==> config.mk <==
export PLATFORM = sky130hd
export DESIGN_NAME = abt2d_ctrl
export DESIGN_NICKNAME = d
export VERILOG_FILES = /design/src/sv/abt2d_pkg.sv /design/src/sv/abt2d_ctrl.sv
export VERILOG_INCLUDE_DIRS = /design/src /design/src/sv
export SDC_FILE = /design/constraint.sdc
export NUM_CORES = 1
export LEC_CHECK = 0
export BUFFER_PORTS_ARGS = -buffer_cell sky130_fd_sc_hd__buf_4
export CAP_MARGIN = 20
export CORE_MARGIN = 2
export CORE_UTILIZATION = 52
export DETAILED_ROUTE_END_ITERATION = 6
export GPL_TIMING_DRIVEN = 1
export PLACE_DENSITY = 0.82
export SLEW_MARGIN = 10
export SYNTH_ARGS = -nofsm -noshare
export SYNTH_HDL_FRONTEND = slang
export SYNTH_SLANG_ARGS = --single-unit
==> constraint.sdc <==
create_clock -name clk -period 2.7 [get_ports clk]
set_input_delay 0.135 -clock clk [delete_from_list [all_inputs] [get_ports clk]]
set_output_delay 0.135 -clock clk [all_outputs]
set_load 0.01 [all_outputs]
==> src/sv/alpha_beta_tracker_2d_unit_defines.svh <==
// Assertion helpers used by the tracker controller.
`ifndef ALPHA_BETA_TRACKER_2D_UNIT_DEFINES_SVH
`define ALPHA_BETA_TRACKER_2D_UNIT_DEFINES_SVH

// Same-cycle implication, disabled while reset is asserted.
`define ABT2D_ASSERT_IMP(lbl, clk, rstn, ante, cons, msg) \
	lbl: assert property (@(posedge clk) disable iff (!rstn) (ante) |-> (cons)) \
		else $error(msg);

// Next-cycle implication, disabled while reset is asserted.
`define ABT2D_ASSERT_NXT(lbl, clk, rstn, ante, cons, msg) \
	lbl: assert property (@(posedge clk) disable iff (!rstn) (ante) |=> (cons)) \
		else $error(msg);

`endif

==> src/sv/abt2d_pkg.sv <==
`default_nettype none

package abt2d_pkg;

	// Configuration register indexes
	localparam int CFG_IDX_W = 3;
	localparam logic [CFG_IDX_W-1:0] CFG_THETA     = 3'd0;
	localparam logic [CFG_IDX_W-1:0] CFG_MIN_VEL_DT = 3'd1;
	localparam logic [CFG_IDX_W-1:0] CFG_GATE_DIST  = 3'd2;
	localparam logic [CFG_IDX_W-1:0] CFG_GATE_TIME  = 3'd3;

	// Arithmetic unit widths
	localparam int MUL_W  = 48;
	localparam int PROD_W = 2 * MUL_W;
	localparam int DVD_W  = 48;
	localparam int DVS_W  = 32;
	localparam int RAD_W  = 64;
	localparam int ROOT_W = RAD_W / 2;

	typedef struct packed {
		logic              req_type;
		logic [31:0]       stamp;
		logic signed [31:0] pos_x;
		logic signed [31:0] pos_y;
	} meas_item_t;

	typedef struct packed {
		logic signed [31:0] filt_x;
		logic signed [31:0] filt_y;
		logic [31:0]       gap;
		logic              matched;
	} res_item_t;

	typedef enum logic [4:0] {
		ST_IDLE,
		ST_DECODE,
		ST_SEED,
		ST_GV,
		ST_GP,
		ST_PX,
		ST_PY,
		ST_RES,
		ST_VX,
		ST_DVX,
		ST_VY,
		ST_DVY,
		ST_GX,
		ST_GY,
		ST_SQX,
		ST_SQY,
		ST_ROOT,
		ST_DONE
	} ctl_state_t;

	typedef enum logic [4:0] {
		OP_NONE,
		OP_SEED,
		OP_GV,
		OP_GP,
		OP_PX,
		OP_PY,
		OP_RES,
		OP_VX,
		OP_DVX,
		OP_VY,
		OP_DVY,
		OP_GX,
		OP_GY,
		OP_SQX,
		OP_SQY,
		OP_ROOT,
		OP_EMIT
	} dp_op_t;

	typedef struct packed {
		dp_op_t op;
		logic   accept;
		logic   start;
	} cmd_t;

	typedef struct packed {
		logic mul_done;
		logic div_done;
		logic root_done;
		logic is_query;
		logic started;
		logic gate_ok;
		logic vel_upd;
		logic sum_ok;
		logic out_free;
	} sts_t;

endpackage

`default_nettype wire

==> src/sv/abt2d_ctrl.sv <==
`default_nettype none
`include "alpha_beta_tracker_2d_unit_defines.svh"

module abt2d_ctrl (
	input  logic             clk,
	input  logic             arst_n,
	input  logic             meas_valid,
	output logic             meas_stall,
	output abt2d_pkg::cmd_t  cmd,
	input  abt2d_pkg::sts_t  sts
);
	import abt2d_pkg::*;

	ctl_state_t state_q;
	ctl_state_t state_d;
	logic       issued_q;
	logic       unit_st;

	// states that run one of the iterative units
	assign unit_st = state_q inside {ST_GV, ST_GP, ST_PX, ST_PY, ST_VX, ST_DVX, ST_VY,
		ST_DVY, ST_GX, ST_GY, ST_SQX, ST_SQY, ST_ROOT};

	always_ff @(posedge clk or negedge arst_n) begin
		if (!arst_n) begin
			state_q  <= ST_IDLE;
			issued_q <= 1'b0;
		end else begin
			state_q  <= state_d;
			issued_q <= (state_d == state_q) && (issued_q || cmd.start);
		end
	end

	// next state
	always_comb begin
		state_d = state_q;
		unique case (state_q)
			ST_IDLE:   if (meas_valid) state_d = ST_DECODE;
			ST_DECODE: begin
				if (!sts.started) state_d = sts.is_query ? ST_DONE : ST_SEED;
				else if (!sts.is_query) state_d = ST_GV;
				else state_d = sts.gate_ok ? ST_PX : ST_DONE;
			end
			ST_SEED:   state_d = ST_DONE;
			ST_GV:     if (sts.mul_done) state_d = ST_GP;
			ST_GP:     if (sts.mul_done) state_d = ST_PX;
			ST_PX:     if (sts.mul_done) state_d = ST_PY;
			ST_PY:     if (sts.mul_done) state_d = ST_RES;
			ST_RES: begin
				if (sts.is_query) state_d = ST_SQX;
				else state_d = sts.vel_upd ? ST_VX : ST_GX;
			end
			ST_VX:     if (sts.mul_done) state_d = ST_DVX;
			ST_DVX:    if (sts.div_done) state_d = ST_VY;
			ST_VY:     if (sts.mul_done) state_d = ST_DVY;
			ST_DVY:    if (sts.div_done) state_d = ST_GX;
			ST_GX:     if (sts.mul_done) state_d = ST_GY;
			ST_GY:     if (sts.mul_done) state_d = ST_DONE;
			ST_SQX:    if (sts.mul_done) state_d = ST_SQY;
			ST_SQY:    if (sts.mul_done) state_d = ST_ROOT;
			ST_ROOT:   if (!sts.sum_ok || sts.root_done) state_d = ST_DONE;
			ST_DONE:   if (sts.out_free) state_d = ST_IDLE;
			default:   state_d = ST_IDLE;
		endcase
	end

	// command to the datapath
	always_comb begin
		cmd        = '0;
		cmd.accept = (state_q == ST_IDLE) && meas_valid;
		cmd.start  = unit_st && !issued_q && !(state_q == ST_ROOT && !sts.sum_ok);
		meas_stall = state_q != ST_IDLE;
		unique case (state_q)
			ST_IDLE:   cmd.op = OP_NONE;
			ST_DECODE: cmd.op = OP_NONE;
			ST_SEED:   cmd.op = OP_SEED;
			ST_GV:     cmd.op = OP_GV;
			ST_GP:     cmd.op = OP_GP;
			ST_PX:     cmd.op = OP_PX;
			ST_PY:     cmd.op = OP_PY;
			ST_RES:    cmd.op = OP_RES;
			ST_VX:     cmd.op = OP_VX;
			ST_DVX:    cmd.op = OP_DVX;
			ST_VY:     cmd.op = OP_VY;
			ST_DVY:    cmd.op = OP_DVY;
			ST_GX:     cmd.op = OP_GX;
			ST_GY:     cmd.op = OP_GY;
			ST_SQX:    cmd.op = OP_SQX;
			ST_SQY:    cmd.op = OP_SQY;
			ST_ROOT:   cmd.op = OP_ROOT;
			ST_DONE:   cmd.op = OP_EMIT;
			default:   cmd.op = OP_NONE;
		endcase
	end

	`ABT2D_ASSERT_NXT(a_start_pulse, clk, arst_n, cmd.start, !cmd.start, "unit start held over two cycles")
	`ABT2D_ASSERT_IMP(a_mul_done_st, clk, arst_n, sts.mul_done, unit_st && state_q != ST_DVX && state_q != ST_DVY && state_q != ST_ROOT, "multiplier done outside a multiply step")
	`ABT2D_ASSERT_IMP(a_div_done_st, clk, arst_n, sts.div_done, state_q == ST_DVX || state_q == ST_DVY, "divider done outside a divide step")
	`ABT2D_ASSERT_IMP(a_root_done_st, clk, arst_n, sts.root_done, state_q == ST_ROOT, "square root done outside its step")

endmodule

`default_nettype wire

==> impl_metrics.toml, run 1 <==
[synthesis]
synth_top_family_by_area = "simple AND/OR/NAND/NOR gates"
synthSimpleGateAreaFrac_pct = 32.6
synth-xor-area-share_pct = 0.808
synth_top_area_share_pct = 13.9
syn-cell-area_mm2 = 0.00108
syn_nets = 170
synth.mux.area_fraction_pct = 2.89
synth-async-reset-ratio_pct = 100
ys_ff_latch = 6
netlist_instances = 153
ys_seq_area_share_pct = 13.9
yosys.area_share.adder_pct = 5.77
synth_edf_count = 0
synth_area_leaders = "dfrtp_1 14%, ha_1 5.8%, o21ai_0 5.5%, nor2_1 5.2%, buf_2 4.2%"
synth_compound_gate_area_share_pct = 32.3
yosys.area.top_type = "dfrtp_1"
yosysWarnings = 0
synth-main-ff-cell = "dfrtp_1"
synth_cell_types = 53
syn_avg_cell_area_um2 = 7.08

[timing]
whs_ps = 232
fmax_mhz = 407
finalHoldViolations = 0
slew_headroom_pct = 49.2
min_period_over_period_pct = 90.9
period_needed_ps = 2450
drv_slew = 0
tightestPinTransition_ps = 759
clock_skew_ps = 0.610
final.setup.tns_ps = 0
rsz0062_at_grt = "no"
setup_viol = 0

[routing]
vias_per_cell = 6.51
wl_per_cell_um = 17.1
route.vias.total = 1263
drt_iter0_drc = 81
drc_errors = 0
wirelength_um = 3310
drt_pass1_iterations = 5
postRouteAntennaNets = 0

[global_route]
grt_pass1_wl_um = 5260
grt_pass1_vias = 1140
grt_max_degree = 26
grt_antenna_before_repair = 0
grtUsageTotal_pct = 27.1
overflow = 0

[worst_setup_path]
r2r_slack_ps = 270
crit_type = "reg2out"
critPathLaunchType = "flop"
timing.rr.end = "issued_q$_DFF_PN0_"
crit_arrival_ps = 2320
reg2reg_from = "state_q[2]$_DFF_PN0_"
crit_fanout = 12
reg2regPathDepth = 6
end_kind = "primary output"
cp.required_ps = 2570

[place]
hpwl_um = 2400
place.port_buffers = 19
placed_cells = 190
gp_congestion = 0.991

[clocking]
htreeDepth = 1
cts_sinks = 6
clock_path_buffers = 2
cts_tree = "done"
cts-root-buf = "clkbuf_4"
cts_made_buffers = 3
clk_pin_slew_ps = 40
clock_latency_ps = 250

[cells_and_area]
nets = 186
fillers = 199
area_growth_pct = 15.8
instances_no_fill = 194
ff_latch_area_um2 = 150
multiInputGateArea_um2 = 825
antennaDiodeCount = 0
drive_gt1_share_pct = 24.0

[floorplan]
die_height_um = 49.6
die_x_um = 49.6
rows = 16
dieArea_mm2 = 0.00246
core_mm2 = 0.00196
io_pins = 20
start_util_pct = 55.2

[power]
max-vdd-ir-drop_v = 0.000648
power_leakage_uw = 0.000518
p_per_area_mw_per_mm2 = 1170

[worst_hold_path]
hp-class = "in2async"

[run]
max_cap_viol_count = 0

[outcome]
outcome = "complete, no violations"
timing repair:
action / CTS / global route
gates resized for setup: 2 / 2
buffers inserted: 0 / 0
hold buffers: 1 / 0
cloned: 0 / 0
endpoints found under the setup margin: 1 / 1
hold endpoints to repair: 6 / 0
critical path: stages, from the launching register on:
cell and delay, ps:
dfrtp_1 440, inv_1 200, ha_4 240, o21ai_0 220, a2111oi_2 480, nor3_1 110, nor3_1 210, buf_4 150
per-stage QoR:
step           power (µW)  utilization [%]  setup WS [ps]  instance area [µm²]
5_1_grt              1570             64.0            107                 1250
4_1_cts              1400             63.2            125                 1240
6_report             1470             64.0            246                 1250
2_1_floorplan        1030                -            625                 1080
3_3_place_gp         1290             61.4            328                 1200
3_5_place_dp         1300             61.4            179                 1200
power breakdown:
part,internal (µW),switching (µW)
registers,122,92.4
clock network,50.4,34.4
logic,513,660
total,686,787
final cells by class:
| cell class | instances | area share, % |
|---|---|---|
| Multi-Input combinational cell | 125 | 65.7 |
| Timing Repair Buffer | 26 | 15.8 |
| Sequential cell | 6 | 12.0 |
| Tap cell | 27 | 2.69 |
| Inverter | 7 | 2.09 |
| Clock buffer | 3 | 1.79 |
state kept, by name, indices dropped and copies added, names as in the netlist:
| register | flops |
|---|---|
| state_q | 5 |
| issued_q | 1 |
layer usage:
layer | part of all wire (%) | global-route usage [%]
met1 | 40 | 36.7
met2 | 48 | 44.9
met3 | 9.6 | 3.33
met4 | 2.9 | 8.33
met5 | 0 | 0
synthesized netlist by cell type (all sizes together), types with 2 or more instances:
cell type  count
ha             5
buf           14
o31ai          2
a21o           2
nand4          3
a21oi          9
o41ai          2
nor2          15
nor3           8
o22ai          2
mux2i          2
nor3b          2
o21ai         13
and3           2
dfrtp          6
nand2b         2
nand2         12
nor2b          6
nand3          4
inv            7
a31o           2
and2           3
a31oi          3
o211ai         2
or3            3
o2111ai        3
placed cells by master (no fill, tap or decap), types with 3 or more instances in the layout:
master / netlist / final
a21oi_1: 8 / 8
a31oi_1: 3 / 3
and2_1: 3 / 3
buf_4: 1 / 25
clkbuf_4: 0 / 3
dfrtp_1: 6 / 6
ha_1: 5 / 4
inv_1: 7 / 7
nand2_1: 12 / 12
nand3_1: 4 / 4
nand4_1: 3 / 3
nor2_1: 15 / 15
nor2b_1: 6 / 6
nor3_1: 7 / 7
o21ai_0: 12 / 12
or3_1: 3 / 3
worst max-delay path by stage:
| stage | startpoint | end | slack (ps) | cells after the start |
|---|---|---|---|---|
| after floorplan | state_q[0]$_DFF_PN0_ | issued_q$_DFF_PN0_ | 620 | 9 |
| after global placement | state_q[1]$_DFF_PN0_ | issued_q$_DFF_PN0_ | 330 | 7 |
| after detailed placement | state_q[1]$_DFF_PN0_ | issued_q$_DFF_PN0_ | 180 | 7 |
| after CTS | state_q[1]$_DFF_PN0_ | cmd[0] | 130 | 7 |
| after global routing | state_q[1]$_DFF_PN0_ | cmd[0] | 110 | 7 |
| final | state_q[1]$_DFF_PN0_ | cmd[0] | 250 | 7 |
cells by family (layout without fill, tap and decap cells):
| group | after synthesis | count (layout) |
|---|---|---|
| adder cells (fa/ha/maj) | 5 | 5 |
| AO/OA/AOI/OAI | 50 | 50 |
| XOR/XNOR | 1 | 1 |
| multiplexers | 3 | 3 |
| flip-flops | 6 | 6 |
| buffers and inverters | 22 | 36 |
| AND/OR/NAND/NOR | 66 | 66 |
Power figures use the tool's default switching activity.
==> run 2, diff against run 1 <==
--- a/config.mk
+++ b/config.mk
@@ -14,5 +14,5 @@
 export GPL_TIMING_DRIVEN = 1
 export PLACE_DENSITY = 0.82
-export SLEW_MARGIN = 10
+export SLEW_MARGIN = 30
 export SYNTH_ARGS = -nofsm -noshare
 export SYNTH_HDL_FRONTEND = slang
==> constraint.sdc (replaced) <==
create_clock -name clk -period 2.7 [get_ports clk]
set_input_delay 0.27 -clock clk [delete_from_list [all_inputs] [get_ports clk]]
set_output_delay 0.27 -clock clk [all_outputs]
set_load 0.01 [all_outputs]
==> impl_metrics.toml, run 2 (synthesis gave the netlist of run 1 again) <==
[place]
hpwl_um = 2540
gp_congestion = 1.05
place_area_mm2 = 0.00122
place.port_buffers = 19
placed_cells = 192

[cells_and_area]
largest_reg_flops = 5
reg.largest.list = "state_q x5, issued_q x1"
drive_gt1_share_pct = 24.9
final_util_pct = 64.7
final_common_cell = "buf_4"
antennaDiodeCount = 0
instances_no_fill = 196
top_register = "state_q"
fillers = 192
final_design_area_no_fill_mm2 = 0.00127
nets = 188
area_growth_pct = 17.2
layout_common_cells = "27 x buf_4, 15 x nor2_1, 12 x o21ai_0, 12 x nand2_1, 8 x a21oi_1"

[power]
p_per_area_mw_per_mm2 = 1160
p_sw_uw = 784
swShare_pct = 53.0
seqPwrFrac_pct = 14.1
p_comb_share_pct = 79.6
power_leakage_uw = 0.000529
power_frac_clock_pct = 6.3
power_uw = 1480
max-vdd-ir-drop_v = 0.000680
intPower_uw = 695

[timing]
tightestPinTransition_ps = 778
drv_slew = 0
clock_skew_ps = 7.37
period_needed_ps = 2520
min_period_over_period_pct = 93.5
slew_headroom_pct = 48.0
setup_viol = 0
finalHoldViolations = 0
fmax_mhz = 396

[global_route]
grt_pass1_wl_um = 5360
grt_max_degree = 18
grt_antenna_before_repair = 0
overflow = 0
grtUsageTotal_pct = 28.3
grt_pass1_vias = 1112

[routing]
drc_errors = 0
wl_per_cell_um = 17.3
vias_per_cell = 6.81
wirelength_um = 3400
route.vias.total = 1335
postRouteAntennaNets = 0
drt_pass1_iterations = 4
drt_iter0_drc = 93

[floorplan]
rows = 16
die_height_um = 49.6
dieArea_mm2 = 0.00246
core_mm2 = 0.00196
io_pins = 20
die_x_um = 49.6
start_util_pct = 55.2

[clocking]
htreeDepth = 1
post-cts-setup-buffers = 0
cts_sinks = 6
cts_tree = "done"
clk_pin_slew_ps = 60
cts-root-buf = "clkbuf_4"
cts_made_buffers = 3
clock_latency_ps = 260
clock_path_buffers = 2

[worst_setup_path]
cp_cell_sequence = "nor2_1 -> nand2_1 -> nor3_1 -> nor3_1 -> buf_4"
cp_common_cell = "nor3_1"
critical_path.max_stage_delay_ps = 670
critPathLaunchType = "flop"
r2r_slack_ps = 310
reg2reg_from = "state_q[3]$_DFF_PN0_"
end_kind = "primary output"
cp_top_family = "simple AND/OR/NAND/NOR gates"
timing.rr.end = "issued_q$_DFF_PN0_"
cp_num_buf_inv = 1
slowest_stage = "nor2_1"
crit_fanout = 11
crit_arrival_ps = 2250
reg2regPathDepth = 6
cp.required_ps = 2430
crit_type = "reg2out"

[worst_hold_path]
hp-class = "in2async"

[run]
max_cap_viol_count = 0

[outcome]
outcome = "complete, no violations"
==> run 2: changes by cell type in the layout (fill, tap and decap cells not counted) <==
cell / before / now
buf_4: 25 / 27
==> run 2: routing by layer <==
layer	wire length (µm)	vias to the layer above	GRT usage, %
met5	0	-	0
met2	1500	113	42.7
li1	-	594	-
met3	384	34	6.97
met1	1300	594	37.6
met4	214	0	13.4
==> run 2: worst max-delay path by stage <==
| stage | start | to | slack, ps | depth (start not counted) |
|---|---|---|---|---|
| 2_1_floorplan | state_q[0]$_DFF_PN0_ | issued_q$_DFF_PN0_ | 620 | 9 |
| 3_3_place_gp | state_q[1]$_DFF_PN0_ | cmd[0] | 300 | 7 |
| 3_5_place_dp | state_q[1]$_DFF_PN0_ | cmd[0] | 230 | 7 |
| 4_1_cts | state_q[1]$_DFF_PN0_ | cmd[0] | 50 | 7 |
| 5_1_grt | state_q[0]$_DFF_PN0_ | cmd[0] | -9 | 8 |
| 6_report | state_q[3]$_DFF_PN0_ | cmd[0] | 180 | 5 |
==> run 2: metrics by stage <==
step	worst slack (ps)	hold WS (ps)	setup TNS (ps)
floorplan	625	-25.6	0
global placement	303	81.4	0
detailed placement	225	82.4	0
CTS	54.0	360	0
global route	-8.91	390	-8.91
finish	176	355	0
==> run 2: area by class of cell <==
| type | instances | area (µm²) | share of cell area, % |
|---|---|---|---|
| inverter | 7 | 26.3 | 2.07 |
| sequential | 6 | 150 | 11.8 |
| multi-input combinational | 125 | 825 | 64.9 |
| timing repair buffer | 28 | 213 | 16.7 |
| tap | 27 | 33.8 | 2.66 |
| clock buffer | 3 | 22.5 | 1.77 |
==> run 2: what timing repair did <==
action / in CTS / in global routing
endpoints found under the setup margin: 1 / 1
hold endpoints to repair: 6 / 0
hold buffers: 1 / 0
resized for setup: 1 / 3
==> run 2: power groups by stage <==
stage                     clock network (µW)  registers (µW)  logic (µW)
final                                   93.3             208        1180
after detailed placement                   0             198        1110
after global placement                     0             196        1110
after floorplan                            0             145         888
after CTS                               91.4             198        1130
after global routing                     100             213        1270
==> run 3, diff against run 2 <==
CORE_UTILIZATION = 40   (was 52)
PLACE_DENSITY = 0.68   (was 0.82)
REMOVE_ABC_BUFFERS = 1   (was unset)
==> impl_metrics.toml, run 3 (synthesis gave the netlist of run 1 again) <==
[floorplan]
start_util_pct = 43.0
die_height_um = 56.0
rows = 18
io_pins = 20
dieArea_mm2 = 0.00314
die_x_um = 56.0
core_mm2 = 0.00252

[worst_setup_path]
reg2regPathDepth = 8
crit_fanout = 9
crit_arrival_ps = 2240
cp.required_ps = 2430
critPathLaunchType = "flop"
end_kind = "primary output"
crit_type = "reg2out"

[timing]
fin_ws_ps = 193
whs_ps = 372
rsz0062_at_grt = "no"
finalHoldViolations = 0
setup_viol = 0
tightestPinTransition_ps = 633
final.setup.tns_ps = 0
fmax_mhz = 399
slew_headroom_pct = 57.8
period_needed_ps = 2510
drv_slew = 0
clock_skew_ps = 2.86
min_period_over_period_pct = 92.8

[power]
intPower_uw = 709
p_per_area_mw_per_mm2 = 1160
power_uw = 1490
p_comb_share_pct = 79.6
swShare_pct = 52.4
power_leakage_uw = 0.000536
p_sw_uw = 782
power_frac_clock_pct = 5.7
seqPwrFrac_pct = 14.7
max-vdd-ir-drop_v = 0.000681

[cells_and_area]
layout_common_cells = "28 x buf_4, 15 x nor2_1, 12 x o21ai_0, 12 x nand2_1, 8 x a21oi_1"
drive_gt1_share_pct = 26.5
nets = 189
final_common_cell = "buf_4"
ff_latch_area_um2 = 151
largest_reg_flops = 5
antennaDiodeCount = 0
instances_no_fill = 200
top_register = "state_q"
multiInputGateArea_um2 = 830
area_growth_pct = 18.8
fillers = 268
reg.largest.list = "state_q x5, issued_q x1"

[global_route]
grt_max_degree = 19
grt_antenna_before_repair = 0
grt_pass1_wl_um = 5570
overflow = 0
grtUsageTotal_pct = 22.0
grt_pass1_vias = 1171

[place]
gp_congestion = 0.901
hpwl_um = 2580
place.port_buffers = 19
pre_cts_ws_ps = 218
placed_cells = 196

[routing]
wirelength_um = 3350
vias_per_cell = 6.34
drt_iter0_drc = 83
postRouteAntennaNets = 0
drc_errors = 0
route.vias.total = 1268
drt_pass1_iterations = 4
wl_per_cell_um = 16.7

[outcome]
outcome = "complete, no violations"

[clocking]
cts_sinks = 6
cts_tree = "done"
clock_path_buffers = 2
cts-root-buf = "clkbuf_4"
clk_pin_slew_ps = 50
cts_made_buffers = 3
htreeDepth = 1
clock_latency_ps = 240

[worst_hold_path]
hp-class = "in2async"

[run]
max_cap_viol_count = 0
[run 3: cell count changes in the layout (fill, tap and decap cells not counted)]
cell | before | now
buf_4 | 27 | 28
dfrtp_2 | 0 | 1
nor3b_1 | 2 | 1
nor3b_2 | 0 | 1
dfrtp_1 | 6 | 5
[run 3: what timing repair did]
action / CTS / global route
setup buffers: 0 / 0
hold buffers: 1 / 0
gates resized for setup: 1 / 5
endpoints found under the setup margin: 1 / 2
hold endpoints to repair: 6 / 0
[run 3: stage by stage]
| stage | utilization [%] | instance area (µm²) |
|---|---|---|
| 3_5_place_dp | 48.8 | 1230 |
| 4_1_cts | 50.1 | 1260 |
| 2_1_floorplan | - | 982 |
| 6_report | 51.0 | 1290 |
| 3_3_place_gp | 48.8 | 1230 |
| 5_1_grt | 51.0 | 1290 |
[run 3: layer usage]
metal | part of all wire, % | track usage [%]
met5 | 0 | 0
met4 | 1.8 | 6.80
met3 | 8.6 | 4.19
met2 | 48 | 33.8
met1 | 42 | 30.9
[run 3: area by class of cell]
cell class                 count  area share, %
tap                           30           2.92
multi-input combinational    125           64.4
inverter                       7           2.04
clock buffer                   3           1.75
timing repair buffer          29           17.1
sequential                     6           11.8
[run 3: power by group through the flow]
stage / clock network, µW / logic, µW / registers (µW)
2_1_floorplan: 0 / 718 / 213
3_3_place_gp: 0 / 1130 / 209
3_5_place_dp: 0 / 1140 / 209
4_1_cts: 85.9 / 1150 / 208
5_1_grt: 98.0 / 1310 / 227
6_report: 84.6 / 1190 / 219
[run 3: worst max-delay path, cell delays in order (launching register included)]
cell and delay [ps]:
dfrtp_1 440, inv_1 200, ha_1 390, nand2_1 140
o22a_1 270, nor2_1 130, nor3_1 70, nor3_1 190
buf_4 150
[run 3: path summary, 6_finish.rpt]
check                                       end            startpoint  slack (ps)
max                                      cmd[0]  state_q[1]$_DFF_PN0_         190
min                        state_q[1]$_DFF_PN0_                arst_n         370
max reg2reg                  issued_q$_DFF_PN0_  state_q[1]$_DFF_PN0_         290
min reg2reg                state_q[0]$_DFF_PN0_  state_q[0]$_DFF_PN0_         610
max in group asynchronous  state_q[0]$_DFF_PN0_                arst_n        2200
min in group clk           state_q[2]$_DFF_PN0_                sts[5]         420
